<file path="src/hdl/ifcm_pkg.sv">
// ============================================================================
// ifcm_pkg
// Shared constants and types of the idle-framed command matcher.
// ============================================================================
package ifcm_pkg;

    localparam int BUFFER_DEPTH  = 64;
    localparam int ADDR_W        = $clog2(BUFFER_DEPTH);
    localparam int PATTERN_BYTES = 8;
    localparam int WIN_IDX_W     = (PATTERN_BYTES > 1) ? $clog2(PATTERN_BYTES) : 1;
    localparam int SEEN_W        = $clog2(PATTERN_BYTES + 1);

    localparam int BYTE_W     = 8;
    localparam int TICK_W     = 32;
    localparam int PAT_W      = 64;
    localparam int PAT_LEN_W  = 4;
    localparam int VERDICT_W  = 2;
    localparam int POS_W      = 6;
    localparam int CFG_IDX_W  = 3;
    localparam int CFG_DATA_W = 64;

    localparam logic [TICK_W-1:0] TIMEOUT_RESET = TICK_W'(100);

    localparam logic [VERDICT_W-1:0] VERDICT_FAULT    = 2'd0;
    localparam logic [VERDICT_W-1:0] VERDICT_WATCHDOG = 2'd1;
    localparam logic [VERDICT_W-1:0] VERDICT_DATA     = 2'd2;

    typedef enum logic [CFG_IDX_W-1:0] {
        REG_TIMEOUT    = 3'd0,
        REG_FAULT_PAT  = 3'd1,
        REG_FAULT_LEN  = 3'd2,
        REG_WD_PAT     = 3'd3,
        REG_WD_LEN     = 3'd4
    } cfg_reg_t;

    typedef logic [PATTERN_BYTES-1:0][BYTE_W-1:0] window_t;

endpackage

</file>
<file path="src/hdl/ifcm_channels.sv">
// ============================================================================
// ifcm channels
// Valid/ready channels for input items and result items.
// ============================================================================
interface ifcm_item_if;
    logic                           valid;
    logic                           ready;
    logic                           func;
    logic [ifcm_pkg::BYTE_W-1:0]    rx_byte;
    logic [ifcm_pkg::TICK_W-1:0]    tick_now;

    modport source (output valid, func, rx_byte, tick_now, input ready);
    modport sink   (input valid, func, rx_byte, tick_now, output ready);
endinterface

interface ifcm_result_if;
    logic                           valid;
    logic                           ready;
    logic [ifcm_pkg::VERDICT_W-1:0] verdict;
    logic [ifcm_pkg::BYTE_W-1:0]    data_byte;
    logic [ifcm_pkg::POS_W-1:0]     byte_position;
    logic                           last;

    modport source (output valid, verdict, data_byte, byte_position, last, input ready);
    modport sink   (input valid, verdict, data_byte, byte_position, last, output ready);
endinterface

</file>
<file path="src/hdl/ifcm_ram.sv">
// ============================================================================
// ifcm_ram
// Generic simple dual-port RAM: one write port, one registered read port.
// ============================================================================
module ifcm_ram #(
    parameter int WIDTH = 8,
    parameter int DEPTH = 64,
    localparam int AW   = (DEPTH > 1) ? $clog2(DEPTH) : 1
) (
    input  logic             clk,
    input  logic             we,
    input  logic [AW-1:0]    waddr,
    input  logic [WIDTH-1:0] wdata,
    input  logic             re,
    input  logic [AW-1:0]    raddr,
    output logic [WIDTH-1:0] rdata
);

    logic [WIDTH-1:0] mem [DEPTH];
    logic [WIDTH-1:0] rdata_reg;

    always_ff @(posedge clk)
    begin
        if (we)
        begin
            mem[waddr] <= wdata;
        end
        // hold read data until the next read
        if (re)
        begin
            rdata_reg <= mem[raddr];
        end
    end

    assign rdata = rdata_reg;

endmodule

</file>
<file path="src/hdl/idle_framed_command_matcher_core.sv">
// ============================================================================
// idle_framed_command_matcher_core
// Buffers received bytes, closes a frame on idle timeout, then reports a
// fault or watchdog command match or replays the frame as plain data.
// ============================================================================
//
//  channel  | direction | transfer carries
//  ---------+-----------+-------------------------------------------------
//  item     | in        | func, rx_byte, tick_now
//  result   | out       | verdict, data_byte, byte_position, last
//  cfg      | in        | cfg_we, cfg_index, cfg_data (write only)
//
//  A byte item is written to the frame store as it is taken. A closing tick
//  scans the frame store (one RAM read per cycle), then gives one verdict
//  or replays the frame one byte at a time, each byte first read from the
//  registered read port of the frame store and then loaded as a result.
//  Items are refused while a frame is scanned, judged or replayed; a stalled
//  result stalls the verdict and the replay. Reset leaves the frame store untouched.
//
module idle_framed_command_matcher_core (
    input  logic                              clk,
    input  logic                              rst_n,
    ifcm_item_if.sink                         item,
    ifcm_result_if.source                     result,
    input  logic                              cfg_we,
    input  logic [ifcm_pkg::CFG_IDX_W-1:0]    cfg_index,
    input  logic [ifcm_pkg::CFG_DATA_W-1:0]   cfg_data
);

    typedef enum logic [2:0] {
        ST_IDLE,
        ST_SCAN,
        ST_DECIDE,
        ST_EMIT_RD,
        ST_EMIT_OUT
    } state_t;

    state_t                                 state_reg, state_next;
    logic [ifcm_pkg::ADDR_W-1:0]            write_idx_reg, write_idx_next;
    logic [ifcm_pkg::TICK_W-1:0]            last_tick_reg, last_tick_next;
    logic [ifcm_pkg::ADDR_W-1:0]            rd_idx_reg, rd_idx_next;
    logic                                   rd_pend_reg, rd_pend_next;
    logic                                   chk_reg, chk_next;
    ifcm_pkg::window_t                      win_reg, win_next;
    logic [ifcm_pkg::SEEN_W-1:0]            seen_reg, seen_next;
    logic                                   fault_hit_reg, fault_hit_next;
    logic                                   wd_hit_reg, wd_hit_next;

    logic [ifcm_pkg::TICK_W-1:0]            timeout_reg, timeout_next;
    logic [ifcm_pkg::PAT_W-1:0]             fault_pat_reg, fault_pat_next;
    logic [ifcm_pkg::PAT_LEN_W-1:0]         fault_len_reg, fault_len_next;
    logic [ifcm_pkg::PAT_W-1:0]             wd_pat_reg, wd_pat_next;
    logic [ifcm_pkg::PAT_LEN_W-1:0]         wd_len_reg, wd_len_next;

    logic                                   out_valid_reg, out_valid_next;
    logic [ifcm_pkg::VERDICT_W-1:0]         out_verdict_reg, out_verdict_next;
    logic [ifcm_pkg::BYTE_W-1:0]            out_byte_reg, out_byte_next;
    logic [ifcm_pkg::POS_W-1:0]             out_pos_reg, out_pos_next;
    logic                                   out_last_reg, out_last_next;

    logic                                   item_fire;
    logic                                   out_free;
    logic                                   out_load;
    logic [ifcm_pkg::TICK_W-1:0]            elapsed;
    logic                                   ram_we;
    logic                                   ram_re;
    logic [ifcm_pkg::BYTE_W-1:0]            ram_rdata;
    logic                                   emit_last;

    function automatic logic pat_match(
        input ifcm_pkg::window_t                 win,
        input logic [ifcm_pkg::PAT_W-1:0]        pat,
        input logic [ifcm_pkg::PAT_LEN_W-1:0]    len,
        input logic [ifcm_pkg::SEEN_W-1:0]       seen
    );
        logic [ifcm_pkg::PAT_LEN_W-1:0] n;
        logic [ifcm_pkg::PAT_LEN_W-1:0] j;
        logic                           hit;
        n = (len > ifcm_pkg::PAT_LEN_W'(ifcm_pkg::PATTERN_BYTES))
            ? ifcm_pkg::PAT_LEN_W'(ifcm_pkg::PATTERN_BYTES) : len;
        hit = (n != '0) && (ifcm_pkg::PAT_LEN_W'(seen) >= n);
        // newest byte sits at window slot 0, so pattern byte k is slot n-1-k
        for (int k = 0; k < ifcm_pkg::PATTERN_BYTES; k++)
        begin
            j = n - 1'b1 - ifcm_pkg::PAT_LEN_W'(k);
            if ((ifcm_pkg::PAT_LEN_W'(k) < n)
                && (win[j[ifcm_pkg::WIN_IDX_W-1:0]] != pat[8*k +: 8]))
            begin
                hit = 1'b0;
            end
        end
        return hit;
    endfunction

    ifcm_ram #(
        .WIDTH (ifcm_pkg::BYTE_W),
        .DEPTH (ifcm_pkg::BUFFER_DEPTH)
    ) u_frame_store (
        .clk   (clk),
        .we    (ram_we),
        .waddr (write_idx_reg),
        .wdata (item.rx_byte),
        .re    (ram_re),
        .raddr (rd_idx_reg),
        .rdata (ram_rdata)
    );

    assign item.ready  = (state_reg == ST_IDLE);
    assign item_fire   = item.valid && item.ready;
    assign out_free    = !out_valid_reg || result.ready;
    assign elapsed     = item.tick_now - last_tick_reg;
    assign ram_we      = item_fire && !item.func;
    assign emit_last   = (rd_idx_reg == ifcm_pkg::ADDR_W'(write_idx_reg - 1'b1));

    assign result.valid         = out_valid_reg;
    assign result.verdict       = out_verdict_reg;
    assign result.data_byte     = out_byte_reg;
    assign result.byte_position = out_pos_reg;
    assign result.last          = out_last_reg;

    // configuration decode
    always_comb
    begin
        timeout_next   = timeout_reg;
        fault_pat_next = fault_pat_reg;
        fault_len_next = fault_len_reg;
        wd_pat_next    = wd_pat_reg;
        wd_len_next    = wd_len_reg;
        if (cfg_we)
        begin
            unique case (cfg_index)
                ifcm_pkg::REG_TIMEOUT:   timeout_next   = cfg_data[ifcm_pkg::TICK_W-1:0];
                ifcm_pkg::REG_FAULT_PAT: fault_pat_next = cfg_data[ifcm_pkg::PAT_W-1:0];
                ifcm_pkg::REG_FAULT_LEN: fault_len_next = cfg_data[ifcm_pkg::PAT_LEN_W-1:0];
                ifcm_pkg::REG_WD_PAT:    wd_pat_next    = cfg_data[ifcm_pkg::PAT_W-1:0];
                ifcm_pkg::REG_WD_LEN:    wd_len_next    = cfg_data[ifcm_pkg::PAT_LEN_W-1:0];
                default: ;
            endcase
        end
    end

    // frame sequencer
    always_comb
    begin
        state_next       = state_reg;
        write_idx_next   = write_idx_reg;
        last_tick_next   = last_tick_reg;
        rd_idx_next      = rd_idx_reg;
        rd_pend_next     = 1'b0;
        chk_next         = 1'b0;
        win_next         = win_reg;
        seen_next        = seen_reg;
        fault_hit_next   = fault_hit_reg;
        wd_hit_next      = wd_hit_reg;
        ram_re           = 1'b0;
        out_load         = 1'b0;
        out_verdict_next = out_verdict_reg;
        out_byte_next    = out_byte_reg;
        out_pos_next     = out_pos_reg;
        out_last_next    = out_last_reg;

        unique case (state_reg)
            ST_IDLE:
            begin
                if (item_fire && !item.func)
                begin
                    write_idx_next = (write_idx_reg == ifcm_pkg::ADDR_W'(ifcm_pkg::BUFFER_DEPTH - 1))
                                     ? '0 : write_idx_reg + 1'b1;
                    last_tick_next = item.tick_now;
                end
                else if (item_fire && (write_idx_reg != '0) && (elapsed >= timeout_reg))
                begin
                    rd_idx_next    = '0;
                    seen_next      = '0;
                    fault_hit_next = 1'b0;
                    wd_hit_next    = 1'b0;
                    state_next     = ST_SCAN;
                end
            end

            ST_SCAN:
            begin
                // issue one read per cycle, shift the byte in, check the window
                ram_re       = (rd_idx_reg != write_idx_reg);
                rd_pend_next = ram_re;
                if (ram_re)
                begin
                    rd_idx_next = rd_idx_reg + 1'b1;
                end
                if (rd_pend_reg)
                begin
                    win_next[0] = ram_rdata;
                    for (int i = 1; i < ifcm_pkg::PATTERN_BYTES; i++)
                    begin
                        win_next[i] = win_reg[i-1];
                    end
                    if (seen_reg < ifcm_pkg::SEEN_W'(ifcm_pkg::PATTERN_BYTES))
                    begin
                        seen_next = seen_reg + 1'b1;
                    end
                end
                chk_next = rd_pend_reg;
                if (chk_reg)
                begin
                    fault_hit_next = fault_hit_reg
                                     || pat_match(win_reg, fault_pat_reg, fault_len_reg, seen_reg);
                    wd_hit_next    = wd_hit_reg
                                     || pat_match(win_reg, wd_pat_reg, wd_len_reg, seen_reg);
                end
                if (!ram_re && !rd_pend_reg && !chk_reg)
                begin
                    state_next = ST_DECIDE;
                end
            end

            ST_DECIDE:
            begin
                if (fault_hit_reg || wd_hit_reg)
                begin
                    if (out_free)
                    begin
                        out_load         = 1'b1;
                        out_verdict_next = fault_hit_reg ? ifcm_pkg::VERDICT_FAULT
                                                         : ifcm_pkg::VERDICT_WATCHDOG;
                        out_byte_next    = '0;
                        out_pos_next     = '0;
                        out_last_next    = 1'b1;
                        write_idx_next   = '0;
                        state_next       = ST_IDLE;
                    end
                end
                else
                begin
                    rd_idx_next = '0;
                    state_next  = ST_EMIT_RD;
                end
            end

            ST_EMIT_RD:
            begin
                ram_re     = 1'b1;
                state_next = ST_EMIT_OUT;
            end

            ST_EMIT_OUT:
            begin
                // read data holds while the result register is stalled
                if (out_free)
                begin
                    out_load         = 1'b1;
                    out_verdict_next = ifcm_pkg::VERDICT_DATA;
                    out_byte_next    = ram_rdata;
                    out_pos_next     = ifcm_pkg::POS_W'(rd_idx_reg);
                    out_last_next    = emit_last;
                    if (emit_last)
                    begin
                        write_idx_next = '0;
                        state_next     = ST_IDLE;
                    end
                    else
                    begin
                        rd_idx_next = rd_idx_reg + 1'b1;
                        state_next  = ST_EMIT_RD;
                    end
                end
            end

            default:
            begin
                state_next = ST_IDLE;
            end
        endcase

        if (out_load)
        begin
            out_valid_next = 1'b1;
        end
        else if (result.ready)
        begin
            out_valid_next = 1'b0;
        end
        else
        begin
            out_valid_next = out_valid_reg;
        end
    end

    always_ff @(posedge clk or negedge rst_n)
    begin
        if (!rst_n)
        begin
            state_reg       <= ST_IDLE;
            write_idx_reg   <= '0;
            last_tick_reg   <= '0;
            rd_idx_reg      <= '0;
            rd_pend_reg     <= 1'b0;
            chk_reg         <= 1'b0;
            win_reg         <= '0;
            seen_reg        <= '0;
            fault_hit_reg   <= 1'b0;
            wd_hit_reg      <= 1'b0;
            timeout_reg     <= ifcm_pkg::TIMEOUT_RESET;
            fault_pat_reg   <= '0;
            fault_len_reg   <= '0;
            wd_pat_reg      <= '0;
            wd_len_reg      <= '0;
            out_valid_reg   <= 1'b0;
            out_verdict_reg <= '0;
            out_byte_reg    <= '0;
            out_pos_reg     <= '0;
            out_last_reg    <= 1'b0;
        end
        else
        begin
            state_reg       <= state_next;
            write_idx_reg   <= write_idx_next;
            last_tick_reg   <= last_tick_next;
            rd_idx_reg      <= rd_idx_next;
            rd_pend_reg     <= rd_pend_next;
            chk_reg         <= chk_next;
            win_reg         <= win_next;
            seen_reg        <= seen_next;
            fault_hit_reg   <= fault_hit_next;
            wd_hit_reg      <= wd_hit_next;
            timeout_reg     <= timeout_next;
            fault_pat_reg   <= fault_pat_next;
            fault_len_reg   <= fault_len_next;
            wd_pat_reg      <= wd_pat_next;
            wd_len_reg      <= wd_len_next;
            out_valid_reg   <= out_valid_next;
            out_verdict_reg <= out_verdict_next;
            out_byte_reg    <= out_byte_next;
            out_pos_reg     <= out_pos_next;
            out_last_reg    <= out_last_next;
        end
    end

`ifndef NO_ASSERTIONS
    a_verdict_is_last: assert property (@(posedge clk) disable iff (!rst_n)
        (out_valid_reg && (out_verdict_reg != ifcm_pkg::VERDICT_DATA))
        |-> (out_last_reg && (out_byte_reg == '0)))
        else $error("verdict result without last flag or with data");

    a_last_clears_index: assert property (@(posedge clk) disable iff (!rst_n)
        (out_load && out_last_next) |=> (write_idx_reg == '0) && (state_reg == ST_IDLE))
        else $error("frame index not cleared after final result");

    a_no_write_while_busy: assert property (@(posedge clk) disable iff (!rst_n)
        ram_we |-> (state_reg == ST_IDLE) && !ram_re)
        else $error("frame store written outside idle");

    a_scan_in_range: assert property (@(posedge clk) disable iff (!rst_n)
        (state_reg == ST_SCAN) |-> (rd_idx_reg <= write_idx_reg))
        else $error("scan read index beyond frame");
`endif

endmodule

</file>
<file path="src/flat_wrapper.sv">
// flat-port wrapper written by rule: the top's interface ports become plain ports
module idle_framed_command_matcher_core_flat 
  (clk, rst_n, cfg_we, cfg_index, cfg_data, item_valid, item_func, item_rx_byte, item_tick_now, item_ready, result_valid, result_verdict, result_data_byte, result_byte_position, result_last, result_ready);
  ifcm_item_if item_i ();
  ifcm_result_if result_i ();
  input  logic clk;
  input  logic rst_n;
  input  logic cfg_we;
  input  logic [ifcm_pkg::CFG_IDX_W-1:0] cfg_index;
  input  logic [ifcm_pkg::CFG_DATA_W-1:0] cfg_data;
  input wire logic [$bits(item_i.valid)-1:0] item_valid;
  input wire logic [$bits(item_i.func)-1:0] item_func;
  input wire logic [$bits(item_i.rx_byte)-1:0] item_rx_byte;
  input wire logic [$bits(item_i.tick_now)-1:0] item_tick_now;
  output wire logic [$bits(item_i.ready)-1:0] item_ready;
  output wire logic [$bits(result_i.valid)-1:0] result_valid;
  output wire logic [$bits(result_i.verdict)-1:0] result_verdict;
  output wire logic [$bits(result_i.data_byte)-1:0] result_data_byte;
  output wire logic [$bits(result_i.byte_position)-1:0] result_byte_position;
  output wire logic [$bits(result_i.last)-1:0] result_last;
  input wire logic [$bits(result_i.ready)-1:0] result_ready;
  assign item_i.valid = item_valid;
  assign item_i.func = item_func;
  assign item_i.rx_byte = item_rx_byte;
  assign item_i.tick_now = item_tick_now;
  assign item_ready = item_i.ready;
  assign result_valid = result_i.valid;
  assign result_verdict = result_i.verdict;
  assign result_data_byte = result_i.data_byte;
  assign result_byte_position = result_i.byte_position;
  assign result_last = result_i.last;
  assign result_i.ready = result_ready;
  idle_framed_command_matcher_core u_core (.clk(clk), .rst_n(rst_n), .item(item_i), .result(result_i), .cfg_we(cfg_we), .cfg_index(cfg_index), .cfg_data(cfg_data));
endmodule
</file>
<file path="config.mk">
export PLATFORM = sky130hd
export DESIGN_NAME = idle_framed_command_matcher_core_flat
export DESIGN_NICKNAME = d
export VERILOG_FILES = /design/src/hdl/ifcm_pkg.sv /design/src/hdl/ifcm_channels.sv /design/src/hdl/ifcm_ram.sv /design/src/hdl/idle_framed_command_matcher_core.sv /design/src/flat_wrapper.sv
export SDC_FILE = /design/constraint.sdc
export NUM_CORES = 1
export LEC_CHECK = 0
export ABC_AREA = 0
export BUFFER_PORTS_ARGS = -buffer_cell sky130_fd_sc_hd__buf_2
export CORE_ASPECT_RATIO = 2
export CORE_MARGIN = 2
export CORE_UTILIZATION = 45
export CTS_CLUSTER_SIZE = 14
export DETAILED_ROUTE_END_ITERATION = 10
export SYNTH_ARGS = -nofsm -noshare
export SYNTH_HDL_FRONTEND = slang
export SYNTH_HIERARCHICAL = 1
export SYNTH_SLANG_ARGS = --single-unit
</file>
<file path="constraint.sdc">
create_clock -name clk -period 4.5 [get_ports clk]
set_input_delay 0.9 -clock clk [delete_from_list [all_inputs] [get_ports clk]]
set_output_delay 0.9 -clock clk [all_outputs]
set_load 0.01 [all_outputs]
</file>
Yosys cells after proc, flatten, opt, wreduce, memory -nomap -nowiden --
Memories as Yosys holds them, arrays and structs flattened. A register that Yosys moved wholly into a read port is not among the register bits. Cells that the tools add are included.
Word-level totals: flip-flop bits (word level) 305, bits in writable memories 512, input port bits 113, word-level logic and storage cells 297, memories kept 1
Memory list:
- u_core.u_frame_store.mem | depth 64, width 8, rd ports 1, clocked after Yosys merged registers in 1, wr ports 1, RTL line ifcm_ram.sv:19 | logic [WIDTH-1:0] mem [DEPTH];
Cells by class: add/sub/neg operators 21, magnitude comparators 38, equality and inequality tests 42, mux-type cells 112, reductions and logical operators 56
Operators by type and width (count):
- binary-select mux 8 bit (select 3 bit) | 16
- 2-to-1 mux 8 bit | 19
- != test 8 bit | 16
- 2-to-1 mux 6 bit | 13
- < comparator 3 x 4 -> 1 bit (second input constant) | 16
- 2-to-1 mux 1 bit | 36
- greater-or-equal comparator 32 bit | 1
- < comparator 3 x 4 -> 1 bit (first input constant) | 8
- subtractor 32 bit | 1
- logical AND 1 bit | 24
- 2-to-1 mux 4 bit | 6
- one-hot mux 6 bit (4 select lines) | 1
- subtractor 3 bit (second input constant) | 8
- 2-to-1 mux 3 bit | 6
- != test 2 x 1 -> 1 bit (second input constant) | 9
- one-hot mux 6 bit (3 select lines) | 1
- < comparator 1 x 4 -> 1 bit (first input constant) | 4
- < comparator 2 x 4 -> 1 bit (first input constant) | 4
- one-hot mux 8 bit (2 select lines) | 1
- one-hot mux 3 bit (5 select lines) | 1
- AND reduction 2 bit | 7
- adder 6 x 1 -> 6 bit (second input constant) | 2
- == test 3 x 2 -> 1 bit (second input constant) | 4
- one-hot mux 6 bit (2 select lines) | 1
- other kinds (29) | 64

Longest topological paths before layout --
depth after elaboration 20, depth in mapped cells 24, gate-level depth less buffers 23

Cells and area by module --
The synthesis kept the hierarchy.
Modules (own cells, without submodules):
- idle_framed_command_matcher_core | times used 1, cells each 2145, area an instance 22551.6 µm², seq. area each 7636.1 µm²
- ifcm_ram | times used 1, cells each 972, area an instance 20270.7 µm², seq. area each 15615.0 µm²

Worst setup path after synthesis --
OpenSTA, ideal clock, no wires.
path type input-to-reg, start in item_tick_now[0], end reg u_core/rd_idx_reg[3] (netlist name), data arrival time 4.893 ns, required time 4.372 ns, setup slack -0.521 ns, stages 24, path buffers 1, path through inv_1 > ha_1 > inv_1 > fa_1 > a21o_1 > a21oi_1 > o21a_1 > o221ai_1 > a21o_1 > a21o_1 > a21oi_1 > mux2i_1 > nand3_1 > ha_1 > nand4_1 > nor2_1 > nand2_1 > nor3_1 > o211a_1 > a2111oi_0 > or2_2 > clkbuf_1 > a221oi_1 > o22ai_1
On the way: longest elaborated chain between the ends 5
Ends and longest elaborated chain:
- start: declaration | RTL line flat_wrapper.sv:14 | input wire logic [$bits(item_i.tick_now)-1:0] item_tick_now;
- subtractor 32 bit | RTL line idle_framed_command_matcher_core.sv:111 | assign elapsed = item.tick_now - last_tick_reg;
- greater-or-equal comparator 32 bit | RTL line idle_framed_command_matcher_core.sv:171 | else if (item_fire && (write_idx_reg != '0) && (elapsed >= timeout_reg))
- logical AND 1 bit | RTL line idle_framed_command_matcher_core.sv:171
- != test 2 bit (no line)
- AND reduction 7 bit (no line)
- end signal: assignment | RTL line idle_framed_command_matcher_core.sv:318 | rd_idx_reg <= rd_idx_next;
- end: declaration | RTL line idle_framed_command_matcher_core.sv:41 | logic [ifcm_pkg::ADDR_W-1:0] rd_idx_reg, rd_idx_next;
Every way passes these cells. A chain may end at the register's enable or synchronous reset.

Worst setup path after layout --
Same ends and word-level chain as after synthesis.

==> flow_metrics.env <==
export IMPL_run_status="finished with violations"
export IMPL_violations="negative setup slack"
export IMPL_core_area_um2=94700
export IMPL_slowest_stage="fa_2"
export IMPL_intPower_uw=18600
export IMPL_clock_path_buffers=3
export IMPL_cts_sinks=825
export IMPL_synth_top_area_share_pct=36.5
export IMPL_endpoint_kind="flip-flop"
export IMPL_tightest_slew_ns=1.21
export IMPL_grt_pass1_wl_um=185000
export IMPL_via_count=28100
export IMPL_cp_num_buf_inv=6
export IMPL_grt_pass1_vias=27600
export IMPL_post_route_min_period_ns=4.52
export IMPL_setup_tns_ns=-0.0510
export IMPL_p_switching_uw=11100
export IMPL_max_stage_delay_ns=0.33
export IMPL_path_max_fanout=4
export IMPL_synth_top_cell_by_area="edfxtp_1"
export IMPL_area_growth_pct=13.4
export IMPL_netlist_area_um2=42800
export IMPL_synth_flop_cell="edfxtp_1"
export IMPL_maxCapViolations=0
export IMPL_grtUsageTotal_pct=25.7
export IMPL_antenna_left=0
export IMPL_peakVddDrop_mv=0.402
export IMPL_critPathArrivalTime_ns=5.08
export IMPL_critPathLaunchType="input port"
export IMPL_ys_ff_latch=825
export IMPL_maxSlewViolCount=0
export IMPL_dr_pass1_iters=7
export IMPL_fin_nets=3508
export IMPL_cts_hold_buffers=0
export IMPL_grt_setup_unrepaired="true"
export IMPL_place_ws_ns=-0.756
export IMPL_cts_buffers=78
export IMPL_largest_reg_flops=512
export IMPL_synth_top_cells_by_area="edfxtp_1 (36%), dfrtp_1 (18%), mux4_2 (13%), mux2_2 (5.4%), mux2i_1 (3.4%)"
export IMPL_placed_cells=4438
export IMPL_fmax_ghz=0.221
export IMPL_instances_no_fill=4587
export IMPL_drc=0
export IMPL_die_h_um=440
export IMPL_avgRoutedWirePerCell_um=27.3
export IMPL_synth_cells=3117
export IMPL_ios=132
export IMPL_comb_power_share_pct=42.4
export IMPL_syn_num_nets=3312
export IMPL_clockPowerShare_pct=22.3
export IMPL_hold_viol=0
export IMPL_fin_util_pct=51.3
export IMPL_initial_core_util_pct=45.2
export IMPL_chipWidth_um=222
export IMPL_yosysMostFrequentCell="edfxtp_1"
export IMPL_crit_family="compound AO/OA/AOI/OAI gates"
export IMPL_skew_ns=0.0375
export IMPL_met1Wirelength_um=53100
export IMPL_synth_common_cells="edfxtp_1 (520), dfrtp_1 (302), mux4_2 (244)"
export IMPL_route_met3_wl_um=10600
export IMPL_fin_crit_sh_pct=101
export IMPL_die_area_um2=97800
export IMPL_routed_wl_met2_um=56500
export IMPL_clock_latency_ns=0.68
export IMPL_routed_via_density=6.13
export IMPL_highest_layer="met4"
export IMPL_power_density_nw_per_um2=611
export IMPL_grt_max_degree=113
export IMPL_hold_ws_ns=0.309
export IMPL_syn_area_per_cell_um2=13.7
export IMPL_maxSlewHeadroom_pct=19.3
export IMPL_drive_gt1_share_pct=29.4
export IMPL_seqPwrFrac_pct=35.3
export IMPL_largest_register="u_core/u_frame_store/mem"
export IMPL_drtIter0Drc=2784
export IMPL_sw_frac_of_total_pct=37.3
export IMPL_cts_tree="built"
export IMPL_antenna_found_initial=1
export IMPL_gp_congestion=0.973
export IMPL_synthArstFlopShare_pct=37.0
export IMPL_synth_seq_area_share_pct=54.3
export IMPL_setup_viol=4
export IMPL_synth_cell_types=83
export IMPL_setup_ws_ns=-0.0248
export IMPL_wl_um=125000
export IMPL_nFillCells=8043
export IMPL_port_buffer_count=131
export IMPL_cts_max_level=3
export IMPL_hold_class="in -> async"
export IMPL_num_rows=160
export IMPL_clk_pin_slew_worst_paths_ns=0.07
export IMPL_crit_type="in -> reg"
export IMPL_yosysWarnings=6
export IMPL_clockRootBuffer="clkbuf_16"
export IMPL_synth_edf_count=520
export IMPL_hpwl_um=87200
export IMPL_grt_overflow_total=0
export IMPL_p_leak_uw=0.0180
export IMPL_required_ns=5.05
worst register-to-register path, stage by stage (launching register included):
cell and delay [ns]:
dfrtp_1 0.38, ha_4 0.15, inv_2 0.03, fa_2 0.33, a21o_1 0.18, a21oi_2 0.17, o21a_1 0.21, buf_4 0.14
o22a_1 0.18, o21ai_0 0.12, a21oi_1 0.20, o21ai_0 0.14, xor2_1 0.16, ha_1 0.30, nand3_1 0.11, nor2_1 0.10
nand2_1 0.09, nor3_2 0.14, o211a_1 0.23, a2111oi_4 0.08, buf_4 0.20, or2_4 0.26, buf_6 0.13, a221oi_4 0.25
o22ai_2 0.10
area by class of cell:
type / instances / area [um^2] / area share (%)
sequential: 825 / 23300 / 47.9
tap: 1215 / 1520 / 3.13
antenna: 1 / 2.50 / 0.00515
clock inverter: 32 / 387 / 0.796
timing repair buffer: 344 / 2400 / 4.94
inverter: 98 / 388 / 0.799
clock buffer: 106 / 2150 / 4.42
multi-input combinational: 1966 / 18500 / 38.0
repair_timing:
item	4_1_cts	5_1_grt
resized for setup	20	24
pin swaps	31	32
gates cloned	1	0
setup endpoints to repair	10	13
buffers inserted	7	2
metrics by stage:
step	power [uW]	area [um^2]
after floorplan	18500	42900
after global placement	22500	45700
after detailed placement	22600	45700
after CTS	29500	48400
after global routing	31100	48600
final	29700	48600
kinds of logic (layout without fill, tap and decap cells):
group,count (synthesis),after routing,synth area share [%]
AO/OA/AOI/OAI,426,426,6.57
adder cells (fa/ha/maj),82,82,2.41
other,0,1,0
flip-flops,825,825,54.3
multiplexers,597,597,21.7
XOR/XNOR,230,230,4.84
buffers and inverters,327,580,3.33
AND/OR/NAND/NOR,630,631,6.83
path summary, 6_finish.rpt:
check | cells past startpoint | slack, ns | startpoint | endpoint
worst max-delay path | 26 | -0.02 | item_tick_now[0] | u_core/rd_idx_reg[3]$_DFFE_PN0P_
worst min-delay path | 1 | 0.31 | rst_n | u_core/wd_pat_reg[15]$_DFFE_PN0P_
worst max register to register | 24 | 0.01 | u_core/last_tick_reg[0]$_DFFE_PN0P_ | u_core/rd_idx_reg[3]$_DFFE_PN0P_
worst min register to register | 2 | 0.48 | u_core/result.byte_position[0]$_DFFE_PN0P_ | u_core/result.byte_position[0]$_DFFE_PN0P_
max in group asynchronous | 2 | 3.13 | rst_n | u_core/timeout_reg[5]$_DFFE_PN1P_
min in group clk | 3 | 0.44 | item_tick_now[29] | u_core/last_tick_reg[29]$_DFFE_PN0P_
placed cells by master, fill, tap and decap left out, types with 12 or more instances in the layout:
cell type  instances
edfxtp_1         520
dfrtp_1          299
mux4_2           244
nand2_1          205
mux2_2           205
buf_4            198
nor2_1           169
mux2i_1          146
buf_2            130
o21ai_0          126
xnor2_1          120
xor2_1           105
inv_1             86
clkbuf_16         79
ha_1              77
nand3_1           58
a21oi_1           40
o22ai_1           38
nand4_1           36
nor3_1            34
a21o_1            33
nor2b_1           25
clkbuf_1          20
nand2b_1          18
nor4_1            18
a22oi_1           18
or2_2             15
a31oi_1           15
o211ai_1          12
o221ai_1          12
power groups by stage:
stage	logic (uW)	clock network, uW	registers, uW
floorplan	8880	0	9580
global placement	12000	0	10500
detailed placement	12100	0	10500
CTS	12400	6780	10400
global route	13600	7050	10500
finish	12600	6620	10500
metal layers:
layer / global-route usage [%] / vias up
met5: 0 / -
met1: 37.1 / 14400
li1: - / 12200
met2: 38.8 / 1310
met3: 3.99 / 247
met4: 10.5 / 0
Note: power is estimated with default switching activity, not from simulation.
